**config.mk**
```make
export PLATFORM = sky130hd
export DESIGN_NAME = cmwc_mwc_alu
export DESIGN_NICKNAME = d
export VERILOG_FILES = /design/src/hw/rtl/cmwc_pkg.sv /design/src/hw/rtl/cmwc_mwc_alu.sv
export SDC_FILE = /design/constraint.sdc
export NUM_CORES = 1
export LEC_CHECK = 0
export ABC_AREA = 1
export BUFFER_PORTS_ARGS = -buffer_cell sky130_fd_sc_hd__clkbuf_2
export CORE_UTILIZATION = 28
export DETAILED_ROUTE_END_ITERATION = 8
export PLACE_DENSITY = 0.48
export SLEW_MARGIN = 20
export SYNTH_ARGS = -nofsm -noshare
export SYNTH_HDL_FRONTEND = slang
export SYNTH_SLANG_ARGS = --single-unit
```
**constraint.sdc**
```tcl
create_clock -name clk -period 18.5 [get_ports clk]
set_input_delay 2.775 -clock clk [delete_from_list [all_inputs] [get_ports clk]]
set_output_delay 2.775 -clock clk [all_outputs]
set_load 0.01 [all_outputs]
```
**src/hw/rtl/cmwc_pkg.sv**
```systemverilog
`timescale 1ns / 1ps
`default_nettype none

package cmwc_pkg;

    localparam int TABLE_DEPTH = 4096;
    localparam int IDX_W       = $clog2(TABLE_DEPTH);
    localparam int DATA_W      = 32;
    localparam int MULT_W      = 15;
    localparam int PROD_W      = DATA_W + MULT_W;
    localparam int T_W         = PROD_W + 1;

    localparam logic [DATA_W-1:0] GOLDEN     = 32'h9e3779b9;
    localparam logic [DATA_W-1:0] GOLDEN2    = 32'h3c6ef372;
    localparam logic [MULT_W-1:0] MULT       = 15'd18782;
    localparam logic [DATA_W-1:0] CARRY_INIT = 32'd362436;
    localparam logic [DATA_W-1:0] BASE_VALUE = 32'hfffffffe;
    localparam logic [IDX_W-1:0]  POS_LAST   = IDX_W'(TABLE_DEPTH - 1);

    localparam logic FUNC_SEED = 1'b0;
    localparam logic FUNC_DRAW = 1'b1;

    typedef struct packed {
        logic              en;
        logic [IDX_W-1:0]  addr;
        logic [DATA_W-1:0] data;
    } wr_req_t;

endpackage

`default_nettype wire

```
**src/hw/rtl/cmwc_mwc_alu.sv**
```systemverilog
`timescale 1ns / 1ps
`default_nettype none

module cmwc_mwc_alu (
    input  wire logic                        clk,
    input  wire logic                        load,
    input  wire logic [cmwc_pkg::DATA_W-1:0] entry,
    input  wire logic [cmwc_pkg::DATA_W-1:0] carry,
    output logic      [cmwc_pkg::DATA_W-1:0] result,
    output logic      [cmwc_pkg::DATA_W-1:0] carry_out
);

    logic [cmwc_pkg::PROD_W-1:0] prod;
    logic [cmwc_pkg::T_W-1:0]    t_reg;
    logic [cmwc_pkg::DATA_W-1:0] c_hi;
    logic [cmwc_pkg::DATA_W:0]   sum;
    logic [cmwc_pkg::DATA_W-1:0] x;

    assign prod = cmwc_pkg::PROD_W'(entry) * cmwc_pkg::PROD_W'(cmwc_pkg::MULT);

    always_ff @(posedge clk)
    begin
        if (load)
        begin
            t_reg <= cmwc_pkg::T_W'(prod) + cmwc_pkg::T_W'(carry);
        end
    end

    // high word is the new carry; a wrap of low word plus carry bumps both
    assign c_hi      = cmwc_pkg::DATA_W'(t_reg[cmwc_pkg::T_W-1:cmwc_pkg::DATA_W]);
    assign sum       = {1'b0, t_reg[cmwc_pkg::DATA_W-1:0]} + {1'b0, c_hi};
    assign x         = sum[cmwc_pkg::DATA_W-1:0] + cmwc_pkg::DATA_W'(sum[cmwc_pkg::DATA_W]);
    assign carry_out = c_hi + cmwc_pkg::DATA_W'(sum[cmwc_pkg::DATA_W]);
    assign result    = cmwc_pkg::BASE_VALUE - x;

endmodule

`default_nettype wire

```
## After elaboration in Yosys (flattened, before gate mapping)

Index checks and enable logic that the tools add are counted.

| storage, ports and cells | value |
|---|---|
| output and inout port bits | 64 |
| word-level logic and storage cells | 7 |
| flip-flop bits (word level) | 48 |

| cells by class | value |
|---|---|
| add/sub/neg operators | 5 |
| $mul | 1 |

Operator list:

| kind | count |
|---|---|
| 47-bit by 32-bit adder with 48-bit output | 1 |
| 32-bit by 14-bit multiplier with 46-bit output, second input constant | 1 |
| 32-bit by 16-bit adder with 33-bit output | 1 |
| 32-bit by 1-bit adder with 32-bit output | 1 |
| 32-bit subtractor, first input constant | 1 |
| 16-bit by 1-bit adder with 17-bit output | 1 |

## Depth between registers and ports, before layout

| logic depth | value |
|---|---|
| word-level depth | 3 |
| mapped depth | 38 |

## Least setup slack after synthesis

No wires, ideal clock.

| timing | value |
|---|---|
| path kind | input to register |
| from | input entry[8] (netlist name) |
| to | register t_reg[41] (netlist name) (data pin) |
| stages | 34 |
| buffers on the path | 0 |
| arrival time | 8.322 ns |
| setup slack | 9.929 ns |
| cell sequence | ha_1 -> inv_1 -> fa_1 -> inv_1 -> fa_1 -> inv_1 -> fa_1 -> inv_1 -> fa_1 -> inv_1 -> fa_1 -> inv_1 -> ha_1 -> nand2_1 -> inv_1 -> nand2_1 -> nor3_1 -> nand2_1 -> nand2_1 -> a21oi_1 -> xnor2_1 -> ha_1 -> a21oi_1 -> o21ai_0 -> a21oi_1 -> o21ai_0 -> a21oi_1 -> nor2_1 -> nor2_1 -> inv_1 -> nand2_1 -> nand2_1 -> nand2_1 -> inv_1 |

| on the way | value |
|---|---|
| longest elaborated chain between the ends | 2 |

Ends and longest elaborated chain:

| item | line | source |
|---|---|---|
| from (decl) | cmwc_mwc_alu.sv:7 | `input wire logic [cmwc_pkg::DATA_W-1:0] entry,` |
| 32-bit by 14-bit multiplier with 46-bit output | cmwc_mwc_alu.sv:19 | `assign prod = cmwc_pkg::PROD_W'(entry) * cmwc_pkg::PROD_W'(cmwc_pkg::MULT);` |
| 47-bit by 32-bit adder with 48-bit output | cmwc_mwc_alu.sv:25 | `t_reg <= cmwc_pkg::T_W'(prod) + cmwc_pkg::T_W'(carry);` |
| to (signal assigned) | cmwc_mwc_alu.sv:25 |  |
| to (decl) | cmwc_mwc_alu.sv:14 | `logic [cmwc_pkg::T_W-1:0] t_reg;` |

No other way between the ends.
A chain may end at the register's enable or synchronous reset.

## Final worst setup path

| timing | value |
|---|---|
| from | input entry[9] (netlist name) |
| to | register t_reg[44] (netlist name) (data pin) |

The elaborated chain is that of the path after synthesis.

==> results.md <==
- The clock net in this run drives a total of 48 sinks.
- The post-detailed-placement half-perimeter wirelength is 47.7 mm.
- The detail-routed net length per standard cell is 15.7 um.
- From synthesis to final layout, the design area changed by 9.65%.
- Adding up every negative setup slack in the final design gives 0 ns.
- Setup repair after global routing left no endpoint under its margin.
- On the worst path, the slowest cell contributes a delay of between 0.5 and 0.6 ns.
- For the finished layout, the period the worst path requires is 9.48 ns.
- The number of global-route vias before repair was between 15000 and 20000.
- After clock tree synthesis, the clock-pin slew on the worst setup and hold paths is roughly 0.06 ns.
- The max-cap violation count is 0.
- The vias per cell is 4.51.
- The arrival time of the worst setup path is about 9.5 ns.
- The routed layout has approximately 15000 vias.
- For this design, the CTS-stage hold fixing added 0 buffers.
- The total standard cell area after synthesis is approximately 0.017 mm^2.
- The remaining antenna violation count is 0.
- The horizontal die dimension is between 200 and 250 um.
- The tightest min-delay check is of the in2reg type.
- After floorplanning, the core was divided into 89 placement rows.
- The wire length reported by the detailed router is 51.5 mm.
- The netlist uses 39 different library cells.
- The Yosys warning count is 0.
- The final-report max-slew violation count was 0.
- In the synthesized netlist, the number of instances is 2385.
- Of the cells placed in the final design, the portion with a size suffix greater than 1 is 0.0603.
- For the worst setup path, the data required time is 18.55 ns.
- In the finished design, the share of the clock period the worst path needs comes to 0.512.
- The register with the most flip-flops in the layout has 48 of them.
- The flow ran to the end, and the final reports show no timing, DRC or antenna violations.
- Pin placement for this block handled between 100 and 150 I/O pins.
- The largest fanout on the critical path is 7.
- The total grt overflow is 0.
- The first detailed-routing pass ran for 5 iterations.
- From bottom edge to top edge, the die measures 246 um.
- STA classifies the critical path endpoint as a flip-flop.
- The buffer levels on the longest clock path is 2.
- The highest-delay cell along the critical path is sky130_fd_sc_hd__fa_1.
- The number of gates given a new drive strength after cts is 0.
- The number of design-rule violations left by the first detailed-router iteration is just over 500.
- The floorplan step defined a die boundary enclosing ~0.061 mm^2.
- Of all flip-flops after synthesis, the portion carrying an async set or reset was 0.
- The primary flip-flop cell chosen by synthesis mapping is sky130_fd_sc_hd__edfxtp_1.
- The cell that appears most often on the critical path is sky130_fd_sc_hd__nand2_1.
- The number of enable flip-flop cells after synthesis is 48.
- The relative max-transition margin is 0.325.
- The type of the worst setup path is in2reg.
- The sequential area share after synthesis is 0.0862.
- The first global-routing pass estimated between 80 and 90 mm of wire.
- The number of antenna violations at the first check in global routing is 1.
- The number of buffers and inverters on the critical path is 11.
- The hold violation count in the final report is 0.
- Dividing the synthesized area by the synthesized cell count gives approximately 7 um^2.
- The core footprint is roughly 0.059 mm^2.
- The starting density of the core is 0.283.
- In this run the number of H-tree levels came out at 2.
- Fill cells in the final layout number approximately 6500.
- Derived from the worst setup path, the maximum achievable clock frequency is between 100 and 150 MHz.
- In this run the clock root is driven by a sky130_fd_sc_hd__clkbuf_16.
- Across every metal layer, demand over resource in global routing totals 0.172.
- The final count of negative-setup-slack endpoints is 0.
- The register bit total from synthesis is 48.
- The congestion estimate from routability-driven global placement came to 0.934.
- The slew at the pin closest to its max-slew limit is slightly above 1 ns.
- The DRC violation count after routing is 0.
- The number of buffer cells added on primary ports is about 110.
- TritonCTS created 5 clock buffers.
- After clock tree synthesis, the setup repair step added 0 buffers.
- TritonCTS built the clock tree.
- The pin count of the biggest net entering global routing is 49.
- The final-layout worst hold slack is roughly 2.7 ns.
- The net count of the finished layout is about 3000.
- The cell class contributing the biggest share of worst-path delay is adder cells.
- The worst setup path is launched from an input pin.
[routing by layer]
metal | global-route usage | share of wire | up-vias
li1 | - | - | 7617
met2 | 0.327 | 0.51 | 232
met3 | 0.00425 | 0.019 | 47
met1 | 0.211 | 0.45 | 6892
met5 | 0 | 0 | -
met4 | 0.0427 | 0.022 | 0
[cell usage in the layout, fill, tap and decap left out, types with 2 or more instances in the layout]
cell type                   netlist  routed
sky130_fd_sc_hd__clkbuf_16        0       5
sky130_fd_sc_hd__nor2_1         206     206
sky130_fd_sc_hd__clkbuf_2         0     113
sky130_fd_sc_hd__o211ai_1         3       3
sky130_fd_sc_hd__nor2_2           6       6
sky130_fd_sc_hd__fa_1           170     170
sky130_fd_sc_hd__xnor2_1         32      32
sky130_fd_sc_hd__nor3_1          18      18
sky130_fd_sc_hd__o21bai_2         2       2
sky130_fd_sc_hd__nand4_1         50      50
sky130_fd_sc_hd__nand2_1        602     602
sky130_fd_sc_hd__nor3_4           2       2
sky130_fd_sc_hd__xor2_1          76      76
sky130_fd_sc_hd__nand2_2          6       6
sky130_fd_sc_hd__edfxtp_1        48      48
sky130_fd_sc_hd__xor2_2           3       3
sky130_fd_sc_hd__conb_1           1      15
sky130_fd_sc_hd__o221ai_1         2       2
sky130_fd_sc_hd__a21boi_0         4       4
sky130_fd_sc_hd__a21o_1          10      10
sky130_fd_sc_hd__nor2_4           2       2
sky130_fd_sc_hd__a21oi_1        100     100
sky130_fd_sc_hd__nand3_1        105     105
sky130_fd_sc_hd__nor4_1           6       6
sky130_fd_sc_hd__a31oi_1          5       5
sky130_fd_sc_hd__nand3b_1         6       6
sky130_fd_sc_hd__o21a_1           3       3
sky130_fd_sc_hd__nand3_2          5       5
sky130_fd_sc_hd__and3_1           2       2
sky130_fd_sc_hd__o21ai_0         39      39
sky130_fd_sc_hd__inv_1          572     572
sky130_fd_sc_hd__o21bai_1        10      10
sky130_fd_sc_hd__ha_1           267     267
[cell type report]
| type | instances | area [um^2] | share of cell area |
|---|---|---|---|
| diodes | 1 | 2.50 | 0.000136 |
| clock buffers | 6 | 129 | 0.00703 |
| clock inverters | 1 | 5.00 | 0.000273 |
| inverters | 573 | 2150 | 0.117 |
| multi-input cells | 1763 | 13100 | 0.713 |
| flip-flops and latches | 48 | 1440 | 0.0786 |
| well taps | 773 | 967 | 0.0527 |
| repair buffers | 114 | 571 | 0.0311 |
[through the flow]
stage / util / std cells / instance area [um^2] / setup WS, ns
finish: 0.311 / 3279 / 18300 / 9.02
global route: 0.311 / 3279 / 18300 / 8.46
CTS: 0.311 / 3278 / 18300 / 8.99
detailed placement: 0.308 / 3271 / 18200 / 8.69
global placement: 0.308 / 3271 / 18200 / 8.63
floorplan: - / 2399 / 16800 / 9.93
[worst paths after layout]
| check | startpoint | to | slack, ns | cells after the start |
|---|---|---|---|---|
| min | carry[0] | t_reg[0] | 2.68 | 1 |
| max | entry[9] | t_reg[44] | 9.02 | 36 |
[kinds of logic (layout without fill, tap and decap cells)]
kind of cell / count (synthesis) / count (layout) / synth area share
AO/OA/AOI/OAI: 181 / 181 / 0.0607
XOR/XNOR: 111 / 111 / 0.0595
adder cells (fa/ha/maj): 437 / 437 / 0.403
buffers and inverters: 588 / 694 / 0.135
flip-flops: 48 / 48 / 0.0862
other: 1 / 16 / 0.000224
AND/OR/NAND/NOR: 1019 / 1019 / 0.255
[synth_stat cells (4+ instances only)]
cell                       count  area, um^2
sky130_fd_sc_hd__nand3b_1      6        45.0
sky130_fd_sc_hd__buf_4        15         113
sky130_fd_sc_hd__a21boi_0      4        30.0
sky130_fd_sc_hd__a21oi_1     100         500
sky130_fd_sc_hd__nand3_1     105         526
sky130_fd_sc_hd__xnor2_1      32         280
sky130_fd_sc_hd__edfxtp_1     48        1440
sky130_fd_sc_hd__nor4_1        6        37.5
sky130_fd_sc_hd__o21ai_0      39         195
sky130_fd_sc_hd__nor3_1       18        90.1
sky130_fd_sc_hd__a21o_1       10        75.1
sky130_fd_sc_hd__nand4_1      50         313
sky130_fd_sc_hd__a31oi_1       5        31.3
sky130_fd_sc_hd__inv_1       572        2150
sky130_fd_sc_hd__nor2_2        6        37.5
sky130_fd_sc_hd__nand2_2       6        37.5
sky130_fd_sc_hd__xor2_1       76         666
sky130_fd_sc_hd__nor2_1      206         773
sky130_fd_sc_hd__nand2_1     602        2260
sky130_fd_sc_hd__ha_1        267        3340
sky130_fd_sc_hd__nand3_2       5        50.1
sky130_fd_sc_hd__fa_1        170        3400
sky130_fd_sc_hd__o21bai_1     10        75.1
Power is not shown: default switching activity piles up to over one toggle a cycle in this logic, so the estimate is an artifact.
