`src/hw/rtl/cmwc_pkg.sv`:
```
`timescale 1ns / 1ps
`default_nettype none

package cmwc_pkg;

    localparam int TABLE_DEPTH = 4096;
    localparam int IDX_W       = $clog2(TABLE_DEPTH);
    localparam int DATA_W      = 32;
    localparam int MULT_W      = 15;
    localparam int PROD_W      = DATA_W + MULT_W;
    localparam int T_W         = PROD_W + 1;

    localparam logic [DATA_W-1:0] GOLDEN     = 32'h9e3779b9;
    localparam logic [DATA_W-1:0] GOLDEN2    = 32'h3c6ef372;
    localparam logic [MULT_W-1:0] MULT       = 15'd18782;
    localparam logic [DATA_W-1:0] CARRY_INIT = 32'd362436;
    localparam logic [DATA_W-1:0] BASE_VALUE = 32'hfffffffe;
    localparam logic [IDX_W-1:0]  POS_LAST   = IDX_W'(TABLE_DEPTH - 1);

    localparam logic FUNC_SEED = 1'b0;
    localparam logic FUNC_DRAW = 1'b1;

    typedef struct packed {
        logic              en;
        logic [IDX_W-1:0]  addr;
        logic [DATA_W-1:0] data;
    } wr_req_t;

endpackage

`default_nettype wire

```
`src/hw/rtl/cmwc_seed_fill.sv`:
```
`timescale 1ns / 1ps
`default_nettype none

module cmwc_seed_fill (
    input  wire logic                       clk,
    input  wire logic                       rst_n,
    input  wire logic                       start,
    input  wire logic [cmwc_pkg::DATA_W-1:0] seed,
    output logic                            busy,
    output cmwc_pkg::wr_req_t               wr
);

    logic                        busy_reg;
    logic [cmwc_pkg::IDX_W-1:0]  idx_reg;
    logic [cmwc_pkg::DATA_W-1:0] base_reg;
    // last three entries written: h1 is one back, h3 three back
    logic [cmwc_pkg::DATA_W-1:0] h1_reg, h2_reg, h3_reg;
    logic [cmwc_pkg::DATA_W-1:0] entry;

    always_comb
    begin
        if (idx_reg == cmwc_pkg::IDX_W'(0))
        begin
            entry = base_reg;
        end
        else if (idx_reg == cmwc_pkg::IDX_W'(1))
        begin
            entry = base_reg + cmwc_pkg::GOLDEN;
        end
        else if (idx_reg == cmwc_pkg::IDX_W'(2))
        begin
            entry = base_reg + cmwc_pkg::GOLDEN2;
        end
        else
        begin
            entry = h3_reg ^ h2_reg ^ cmwc_pkg::GOLDEN
                  ^ cmwc_pkg::DATA_W'(idx_reg);
        end
    end

    always_ff @(posedge clk or negedge rst_n)
    begin
        if (!rst_n)
        begin
            busy_reg <= 1'b0;
            idx_reg  <= '0;
        end
        else if (start)
        begin
            busy_reg <= 1'b1;
            idx_reg  <= '0;
        end
        else if (busy_reg)
        begin
            if (idx_reg == cmwc_pkg::POS_LAST)
            begin
                busy_reg <= 1'b0;
            end
            idx_reg <= idx_reg + cmwc_pkg::IDX_W'(1);
        end
    end

    always_ff @(posedge clk)
    begin
        if (start)
        begin
            base_reg <= seed;
        end
        if (busy_reg)
        begin
            h1_reg <= entry;
            h2_reg <= h1_reg;
            h3_reg <= h2_reg;
        end
    end

    assign busy    = busy_reg;
    assign wr.en   = busy_reg;
    assign wr.addr = idx_reg;
    assign wr.data = entry;

endmodule

`default_nettype wire

```
`config.mk`:
```
export PLATFORM = sky130hd
export DESIGN_NAME = cmwc_seed_fill
export DESIGN_NICKNAME = d
export VERILOG_FILES = /design/src/hw/rtl/cmwc_pkg.sv /design/src/hw/rtl/cmwc_seed_fill.sv
export SDC_FILE = /design/constraint.sdc
export NUM_CORES = 1
export LEC_CHECK = 0
export BUFFER_PORTS_ARGS = -buffer_cell sky130_fd_sc_hd__buf_2
export CAP_MARGIN = 0
export CORE_UTILIZATION = 45
export CTS_CLUSTER_DIAMETER = 40
export DETAILED_ROUTE_END_ITERATION = 6
export GPL_TIMING_DRIVEN = 1
export PLACE_DENSITY = 0.65
export SLEW_MARGIN = 20
export SYNTH_ARGS = -nofsm -noshare
export SYNTH_HDL_FRONTEND = slang
export SYNTH_SLANG_ARGS = --single-unit
```
`constraint.sdc`:
```
create_clock -name clk -period 5.63 [get_ports clk]
set_clock_uncertainty 0.15 [all_clocks]
set_input_delay 0.8445 -clock clk [delete_from_list [all_inputs] [get_ports clk]]
set_output_delay 0.8445 -clock clk [all_outputs]
set_load 0.01 [all_outputs]
```
Word-level counts from Yosys, hierarchy flattened
Cells that the tools add are included.
{ "totals": {"wordCells": 25, "in_bits": 35, "regBits": 141} }
{ "op_classes": {"eq_ne": 3, "bitwise_logic": 3, "n_reduce_logical": 2, "n_mux": 8, "addsub": 3} }
{ "ops": {"columns": ["operator", "n"], "rows": [
  ["32-bit 2-to-1 mux", 3],
  ["32-bit by 30-bit adder with 32-bit output, second input constant", 1],
  ["32-bit adder, second input constant", 1],
  ["32-bit by 12-bit XOR with 32-bit output", 1],
  ["32-bit XOR", 1],
  ["12-bit 2-to-1 mux", 2],
  ["20-bit inverter", 1],
  ["12-bit by 1-bit adder with 12-bit output, second input constant", 1],
  ["12-bit by 1-bit equality test with 1-bit output, second input constant", 1],
  ["12-bit equality test, second input constant", 1],
  ["12-bit by 2-bit equality test with 1-bit output, second input constant", 1],
  ["12-bit logical NOT", 1],
  ["1-bit 2-to-1 mux", 3],
  ["2-bit nonzero test", 1]
]} }

Depth between registers and ports, before layout
Gate-level depths: netlist of the first run.
{ "depth": {"depth_word": 6, "ltp_mapped": 9, "depth_no_buf": 8} }

Worst setup path after synthesis of the first run
OpenSTA, ideal clock, no wires.
{ "synth_timing": {"path_type": "reg-to-output", "startpoint": "register busy_reg (netlist: busy)", "endpoint": "output wr[44] (netlist name)", "slack_ns": 1.840, "path_stages_with_launch": 2, "arrival_ns": 2.796, "required_time_ns": 4.635, "path_cell_list": "dfrtp_1 -> buf_4"} }
{ "synth_lines": {"columns": ["item", "line", "source"], "rows": [
  ["from (decl)", "cmwc_seed_fill.sv:13", "logic busy_reg;"],
  ["from (signal assigned)", "cmwc_seed_fill.sv:45", "busy_reg <= 1'b0;"],
  ["from (signal assigned)", "cmwc_seed_fill.sv:50", "busy_reg <= 1'b1;"],
  ["from (signal assigned)", "cmwc_seed_fill.sv:57", "busy_reg <= 1'b0;"],
  ["to (decl)", "cmwc_seed_fill.sv:10", "output cmwc_pkg::wr_req_t wr"]
]} }
No word-level cell between the ends.

==> results of run 1 <==
[layout by cell type, fill, tap and decap left out, types with 5 or more instances in the layout]
master / n
buf_4: 9
dfrtp_1: 12
nor2_1: 67
edfxtp_1: 128
o22ai_1: 5
clkbuf_16: 17
inv_1: 10
nor4_1: 8
a21o_1: 9
a211oi_1: 11
o21ai_0: 40
xnor2_1: 39
o211ai_1: 7
a21boi_0: 5
a21oi_1: 49
o31ai_1: 7
nand2_1: 31
xor2_1: 28
or3_1: 6
ha_1: 7
o21a_1: 5
clkinv_2: 5
buf_2: 80
a31oi_1: 11
mux2i_1: 5
nor3_1: 17
nand4_1: 9
nand3_1: 11
[worst min path at each step]
| stage | startpoint | slack (ns) | to | cells past startpoint |
|---|---|---|---|---|
| after floorplan | h1_reg[0]$_DFFE_PP_ | 0.25 | h2_reg[0]$_DFFE_PP_ | 0 |
| after global placement | h1_reg[1]$_DFFE_PP_ | 0.25 | h2_reg[1]$_DFFE_PP_ | 0 |
| after detailed placement | h1_reg[9]$_DFFE_PP_ | 0.26 | h2_reg[9]$_DFFE_PP_ | 0 |
| after CTS | rst_n | 0.14 | idx_reg[1]$_DFFE_PN0P_ | 1 |
| after global routing | rst_n | 0.16 | idx_reg[3]$_DFFE_PN0P_ | 1 |
| final | rst_n | 0.15 | idx_reg[3]$_DFFE_PN0P_ | 1 |
[stage by stage]
step	worst slack [ns]	total power [µW]	util [%]
global route	0.908	3740	53.0
finish	1.16	3570	53.0
floorplan	1.84	2230	-
detailed placement	1.69	2540	49.6
CTS	1.21	3590	53.0
global placement	1.69	2520	49.6
[logic make-up after synthesis]
kind of cell	count (synthesis)	synth area share (%)
flops	141	56.8
mux	5	0.682
xor+xnor	67	8.00
simple gates	180	12.6
compound gates	194	17.5
buf+inv	50	3.27
fa+ha+maj	7	1.19
[power by group through the flow]
stage,clock network [µW],logic [µW],registers [µW]
after floorplan,0,614,1620
after global placement,0,850,1670
after global routing,1100,942,1700
final,1040,865,1670
after detailed placement,0,851,1690
after CTS,1060,861,1670
[cell type report]
cell class | instances | area [µm²]
fillers | 1412 | 7460
inverters | 10 | 37.5
clock buffers | 17 | 425
well taps | 216 | 270
flip-flops and latches | 141 | 4170
multi-input cells | 453 | 2930
clock inverters | 15 | 124
repair buffers | 89 | 468
[metal layers]
metal	track usage, %	vias to the layer above	part of all wire [%]
li1	-	2599	-
met1	33.7	2731	46
met2	34.5	268	45
met3	5.21	35	7.0
met4	9.64	0	2.1
met5	0	-	0
==> metrics.csv, run 1 <==
metric;value;unit
die_w;130;µm
clkTransAtPathRegs;0.06;ns
dr.pass1.iters;7;
dp_hpwl;12600;µm
finalCritPeriodShare;79.4;%
grt_max_degree;61;
die_y;130;µm
ys_seq_area_share;56.8;%
crit_fanout;12;
p_sw;1090;µW
clkPwrFrac;29.2;%
final_area;0.00843;mm²
synth_top_area_cell;edfxtp_1;
synthFlopType;edfxtp_1;
async_flop_share;9.22;%
boundaryPins;81;
p_int;2480;µW
floorplan.core_area;0.0159;mm²
pwr-share-comb;24.2;%
netlist_instances;644;
fmax;0.224;GHz
grt_pass1_wl;29200;µm
yosys-top-cells-area;edfxtp_1 (52%), xnor2_1 (4.7%), dfrtp_1 (4.4%);
reg2reg_slack;2.33;ns
clock_latency;0.43;ns
grt_usage;23.5;%
setup_violations;0;
synth.avg_cell_area;11.4;µm²
netlist.area_leader.share;52.4;%
initial_core_util;46.2;%
dp_cells;909;
hold-worst-slack;0.152;ns
critPathLaunch;idx_reg[0]$_DFFE_PN0P_;
antenna_found_initial;0;
avgRoutedWirePerCell;20.0;µm
root_buffer;clkbuf_16;
path_cells;inv_1 > ha_1 > inv_1 > nor4_4 > nand2_1 > o22a_1 > nor3_1 > a311oi_1 > buf_2;
dpl_cell_area;0.00788;mm²
outcome;finished, final reports clean;
drive_above_1_share;19.3;%
arrival;3.48;ns
maxSlewHeadroom;39.7;%
swShare;30.6;%
cp.required;4.64;ns
drcViolationCount;0;
vias;5633;
ctsResizeCount;0;
leakagePower;0.00312;µW
wl;18800;µm
cpMostUsedCell;inv_1;
path_delay_family;simple AND/OR/NAND/NOR gates;
slew_viol_final;0;
worstReg2RegEnd;h1_reg[27]$_DFFE_PP_;
tns;0;ns
hold_violations;0;
maxCapViolCount;0;
fin_nets;754;
cp-endpoint;wr[27];
diodes;0;
clock-sinks;141;
p_seq_share;46.6;%
fp-row-count;46;
yosys-top-cells-count;edfxtp_1 (128), nor2_1 (67), a21oi_1 (49);
worst-path-stages;9;
worst_setup_path_end_kind;output pin;
clock_path_buffers;2;
grt-ovfl-total;0;
p_per_area;424;mW/mm²
synth.distinct_cells;69;
min_period;4.47;ns
via_per_inst;5.99;
crit_path_start_kind;register;
postCtsSetupBuffers;0;
netlist_area;0.00734;mm²
synth_fp_nets;686;
cts_tree;yes;
syn2layout_area_growth;14.8;%
synthMostInstantiatedCell;edfxtp_1;
worst-r2r-cell-count;8;
dieArea;0.0168;mm²
gp_congestion;0.867;
ys_ff_latch;141;
cp_slowest_cell;nor4_4;
max_stage_delay;0.80;ns
drt_iter0_drc;764;
vdd_drop_max;309;µV
numCtsBuffers;17;
stdcell_count;941;
tightest_slew;0.897;ns
synth_edf_count;128;
htreeDepth;4;
rsz0062_at_grt;false;
io_buffers;80;
yosysWarnings;0;
detail-route-antenna-nets;0;
critPathBufInv;3;
grt_pass1_vias;5223;
hp-class;in -> async;
r2r_start;idx_reg[0]$_DFFE_PN0P_;
cts_hold_buf;0;
crit_type;reg -> out;
Power figures use the tool's default switching activity.
==> inputs of run 2 (changes only) <==
- clock period: 5.63 -> 4.5 ns (I/O delays scaled with it)
==> metrics.csv, run 2 (synthesis gave the netlist of run 1 again) <==
metric;value;unit;change
arrival;3.47;ns;about the same
drcViolationCount;0;;unchanged
dieArea;0.0168;mm²;unchanged
vias;5524;;-1.9%
crit_type;reg -> out;;
min_period;4.29;ns;
maxSlewHeadroom;40.5;%;+0.72 points
ctsResizeCount;0;;unchanged
vdd_drop_max;297;µV;-3.8%
via_per_inst;5.81;;-3.0%
worst_setup_path_end_kind;output pin;;
die_w;130;µm;unchanged
cp.required;3.67;ns;-0.97 ns
root_buffer;clkbuf_16;;
clkTransAtPathRegs;0.06;ns;about the same
cts_tree;yes;;
boundaryPins;81;;unchanged
hp-class;reg -> reg;;
p_seq_share;46.5;%;about the same
maxCapViolCount;0;;unchanged
syn2layout_area_growth;15.9;%;
tns;0;ns;unchanged
critPathBufInv;1;;-2
path_delay_family;compound AO/OA/AOI/OAI gates;;
leakagePower;0.00318;µW;+1.7%
dp_hpwl;12700;µm;+0.92%
fin_nets;764;;+1.3%
initial_core_util;46.2;%;unchanged
finalCritPeriodShare;95.4;%;
die_y;130;µm;unchanged
crit_fanout;13;;+1
io_buffers;80;;unchanged
grt_usage;23.2;%;-0.29 points
drt_iter0_drc;508;;-34%
outcome;finished, final reports clean;;
fill_cells;1419;;+0.50%
drive_above_1_share;20.3;%;+0.96 points
crit_path_start_kind;register;;
gp_congestion;0.869;;+0.27%
rsz0062_at_grt;false;;
grt_max_degree;69;;+13%
hold_violations;0;;unchanged
grt_pass1_wl;29000;µm;-0.61%
tightest_slew;0.893;ns;-0.00389 ns
final_cell_mix;edfxtp_1 (128), buf_2 (80), nor2_1 (67), a21oi_1 (49), o21ai_0 (40);;
grt-ovfl-total;0;;unchanged
wl;18400;µm;-2.6%
postCtsSetupBuffers;0;;unchanged
grt_pass1_vias;5206;;-0.33%
setup_violations;0;;unchanged
clock_latency;0.43;ns;about the same
detail-route-antenna-nets;0;;unchanged
floorplan.core_area;0.0159;mm²;unchanged
dp_cells;918;;+0.99%
diodes;0;;unchanged
multi_input_area;0.00293;mm²;unchanged
htreeDepth;4;;unchanged
slew_viol_final;0;;unchanged
clock-sinks;141;;unchanged
path_cells;o311ai_0 > a31oi_1 > o21ai_0 > a21boi_0 > mux2i_1 > a211oi_1 > buf_2;;
cp_slowest_cell;o311ai_0;;
fmax;0.233;GHz;
stdcell_count;951;;+1.1%
cts_hold_buf;1;;+1
clkPwrFrac;29.2;%;about the same
numCtsBuffers;17;;unchanged
dr.pass1.iters;5;;-2
max_stage_delay;0.72;ns;-0.08 ns
pwr-share-comb;24.4;%;+0.2 points
p_per_area;527;mW/mm²;+24%
p_int;3120;µW;+26%
fp-row-count;46;;unchanged
avgRoutedWirePerCell;19.3;µm;-3.6%
p_sw;1360;µW;+25%
mostFrequentLayoutCell;edfxtp_1;;
register_area;0.00417;mm²;unchanged
clock_path_buffers;2;;unchanged
antenna_found_initial;0;;unchanged
swShare;30.4;%;-0.17 points
[run 2: layer usage]
| metal | global-route usage [%] | routed length, µm | vias up |
|---|---|---|---|
| met5 | 0 | 0 | - |
| met2 | 34.6 | 8310 | 203 |
| met3 | 5.37 | 1120 | 25 |
| li1 | - | - | 2612 |
| met4 | 8.82 | 269 | 0 |
| met1 | 32.9 | 8660 | 2684 |
[run 2: final timing paths]
kind / from / endpoint / slack, ns / cells after the start
hold / removal: h1_reg[23]$_DFFE_PP_ / h2_reg[23]$_DFFE_PP_ / 0.26 / 0
max in group asynchronous: rst_n / busy$_DFF_PN0_ / 3.43 / 2
hold reg to reg: h1_reg[23]$_DFFE_PP_ / h2_reg[23]$_DFFE_PP_ / 0.26 / 0
setup reg to reg: base_reg[7]$_DFFE_PP_ / h1_reg[20]$_DFFE_PP_ / 1.31 / 6
min in group asynchronous: rst_n / idx_reg[5]$_DFFE_PN0P_ / 0.51 / 2
setup / recovery: base_reg[7]$_DFFE_PP_ / wr[20] / 0.21 / 7
[run 2: metrics by stage]
step / setup slack, ns / power, µW / util, % / area, µm² / hold slack [ns]
after CTS: 0.233 / 4510 / 53.5 / 8510 / 0.252
after global routing: 0.00513 / 4730 / 53.5 / 8510 / 0.247
final: 0.209 / 4480 / 53.5 / 8510 / 0.260
after detailed placement: 0.769 / 3180 / 50.0 / 7950 / 0.255
after floorplan: 0.736 / 2790 / - / 7340 / 0.229
after global placement: 0.835 / 3160 / 50.0 / 7950 / 0.250
[run 2: worst reg2reg max path: cells and delay by family, from the launching register on]
| kind | cells | cell delay [ns] |
|---|---|---|
| AO/OA/AOI/OAI | 5 | 2.11 |
| multiplexers | 1 | 0.16 |
| flip-flops | 1 | 0.57 |
[run 2: power groups by stage]
stage,combinational [µW],clock (µW),sequential (µW)
floorplan,769,0,2020
global placement,1080,0,2090
detailed placement,1080,0,2110
CTS,1090,1340,2090
global route,1210,1400,2120
finish,1090,1310,2080
[run 2: final cells by class]
class,count,share of cell area [%]
sequential,141,49.1
multi-input combinational,453,34.4
timing repair buffer,99,6.41
clock buffer,18,5.05
tap,216,3.18
clock inverter,14,1.43
inverter,10,0.441
==> inputs of run 3 (changes only) <==
- PLACE_DENSITY: 0.65 -> 0.71
==> metrics.csv, run 3 (synthesis gave the netlist of run 1 again) <==
metric;value;unit;change
clock_path_buffers;2;;unchanged
finalCritPeriodShare;94.4;%;-0.95 points
wl;18500;µm;+0.67%
dr.pass1.iters;6;;+1
grt-ovfl-total;0;;unchanged
worst-r2r-cell-count;7;;+1
layout_setup_ws;0.252;ns;+0.0429 ns
die_w;130;µm;unchanged
maxCapViolCount;0;;unchanged
leakagePower;0.00317;µW;-0.27%
clkTransAtPathRegs;0.06;ns;about the same
diodes;0;;unchanged
detail-route-antenna-nets;0;;unchanged
p_sw;1350;µW;-1.1%
syn2layout_area_growth;16.0;%;about the same
clock-sinks;141;;unchanged
crit_type;reg -> out;;
hp-class;reg -> reg;;
cp-endpoint;wr[19];;
worst_setup_path_end_kind;output pin;;
io_buffers;80;;unchanged
hold_violations;0;;unchanged
p_seq_share;45.7;%;-0.8 points
final_cell_mix;edfxtp_1 (128), buf_2 (80), nor2_1 (67), a21oi_1 (49), o21ai_0 (40);;
fp-row-count;46;;unchanged
vias;5607;;+1.5%
fmax;0.235;GHz;+1.0%
swShare;29.6;%;-0.87 points
via_per_inst;5.91;;+1.8%
reg2reg_slack;1.25;ns;-0.06 ns
slew_viol_final;0;;unchanged
p_int;3210;µW;+3.1%
floorplan.core_area;0.0159;mm²;unchanged
gp_congestion;0.926;;+6.6%
post-layout-total-power;4560;µW;+1.8%
root_buffer;clkbuf_16;;
crit_fanout;8;;-5
final_area;0.00851;mm²;about the same
mostFrequentLayoutCell;edfxtp_1;;
drive_above_1_share;19.4;%;-0.87 points
crit_path_start_kind;register;;
dieArea;0.0168;mm²;unchanged
cp.required;3.67;ns;about the same
fin_nets;761;;-0.39%
setup_violations;0;;unchanged
clock_latency;0.43;ns;about the same
maxSlewHeadroom;51.4;%;+11 points
outcome;finished, final reports clean;;
critPathLaunch;base_reg[1]$_DFFE_PP_;;
arrival;3.42;ns;-0.05 ns
pwr-share-comb;23.9;%;-0.5 points
clkPwrFrac;30.4;%;+1.2 points
r2r_start;base_reg[1]$_DFFE_PP_;;
grt_usage;23.0;%;-0.23 points
stdcell_count;948;;-0.32%
avgRoutedWirePerCell;19.5;µm;+0.99%
htreeDepth;4;;unchanged
initial_core_util;46.2;%;unchanged
antenna_found_initial;0;;unchanged
vdd_drop_max;290;µV;-2.4%
rsz0062_at_grt;false;;
die_y;130;µm;unchanged
place_ws;0.753;ns;-0.0157 ns
dpl_cell_area;0.00792;mm²;-0.28%
whs_path_depth;0;;unchanged
dp_cells;915;;-0.33%
tightest_slew;0.723;ns;-0.169 ns
drcViolationCount;0;;unchanged
drt_iter0_drc;737;;+45%
grt_pass1_wl;28500;µm;-1.7%
grt_pass1_vias;5146;;-1.2%
p_per_area;536;mW/mm²;+1.7%
grt_max_degree;55;;-20%
tns;0;ns;unchanged
boundaryPins;81;;unchanged
dp_hpwl;12600;µm;-1.0%
numCtsBuffers;17;;unchanged
min_period;4.25;ns;-0.0429 ns
worstReg2RegEnd;h1_reg[19]$_DFFE_PP_;;
cts_tree;yes;;
## run 3: area by class of cell
cell class,instances,area [µm²]
Timing Repair Buffer,96,523
Inverter,10,37.5
Clock inverter,15,154
Clock buffer,17,425
Sequential cell,141,4170
Fill cell,1412,7370
Tap cell,216,270
Multi-Input combinational cell,453,2930
## run 3: what timing repair did
item	4_1_cts	5_1_grt
endpoints found under the setup margin	0	1
hold endpoints to repair	13	0
buffers inserted	0	0
hold buffers	1	0
gates resized for setup	0	1
## run 3: critical path: stages (launching register included)
cell	delay (ns)
edfxtp_1	0.51
ha_1	0.30
a2111o_1	0.49
o31a_1	0.37
o21ai_0	0.45
a21boi_0	0.17
o31ai_1	0.22
o311ai_0	0.26
buf_2	0.22
## run 3: metal layers
metal | up-vias | GRT usage, % | part of all wire, %
met3 | 34 | 4.88 | 6.7
met4 | 0 | 10.8 | 2.4
met1 | 2719 | 32.2 | 46
li1 | 2602 | - | -
met2 | 252 | 34.2 | 45
met5 | - | 0 | 0
## run 3: worst min-delay path by stage
stage                                     from                      to
after floorplan                          rst_n          busy$_DFF_PN0_
after global placement     h1_reg[1]$_DFFE_PP_     h2_reg[1]$_DFFE_PP_
after detailed placement  h1_reg[31]$_DFFE_PP_    h2_reg[31]$_DFFE_PP_
after CTS                             seed[10]  base_reg[10]$_DFFE_PP_
after global routing                  seed[10]  base_reg[10]$_DFFE_PP_
final                     h1_reg[31]$_DFFE_PP_    h2_reg[31]$_DFFE_PP_
## run 3: power groups by stage
stage                     clock network [µW]  logic (µW)  registers [µW]
after floorplan                            0         769            2020
after global placement                     0        1060            2090
after detailed placement                   0        1070            2110
after CTS                               1410        1080            2090
after global routing                    1460        1190            2130
final                                   1390        1090            2080
## run 3: per-stage QoR
step | util [%] | hold WS, ns
global placement | 49.9 | 0.251
detailed placement | 49.9 | 0.255
CTS | 53.6 | 0.258
finish | 53.6 | 0.262
floorplan | - | 0.229
global route | 53.6 | 0.261
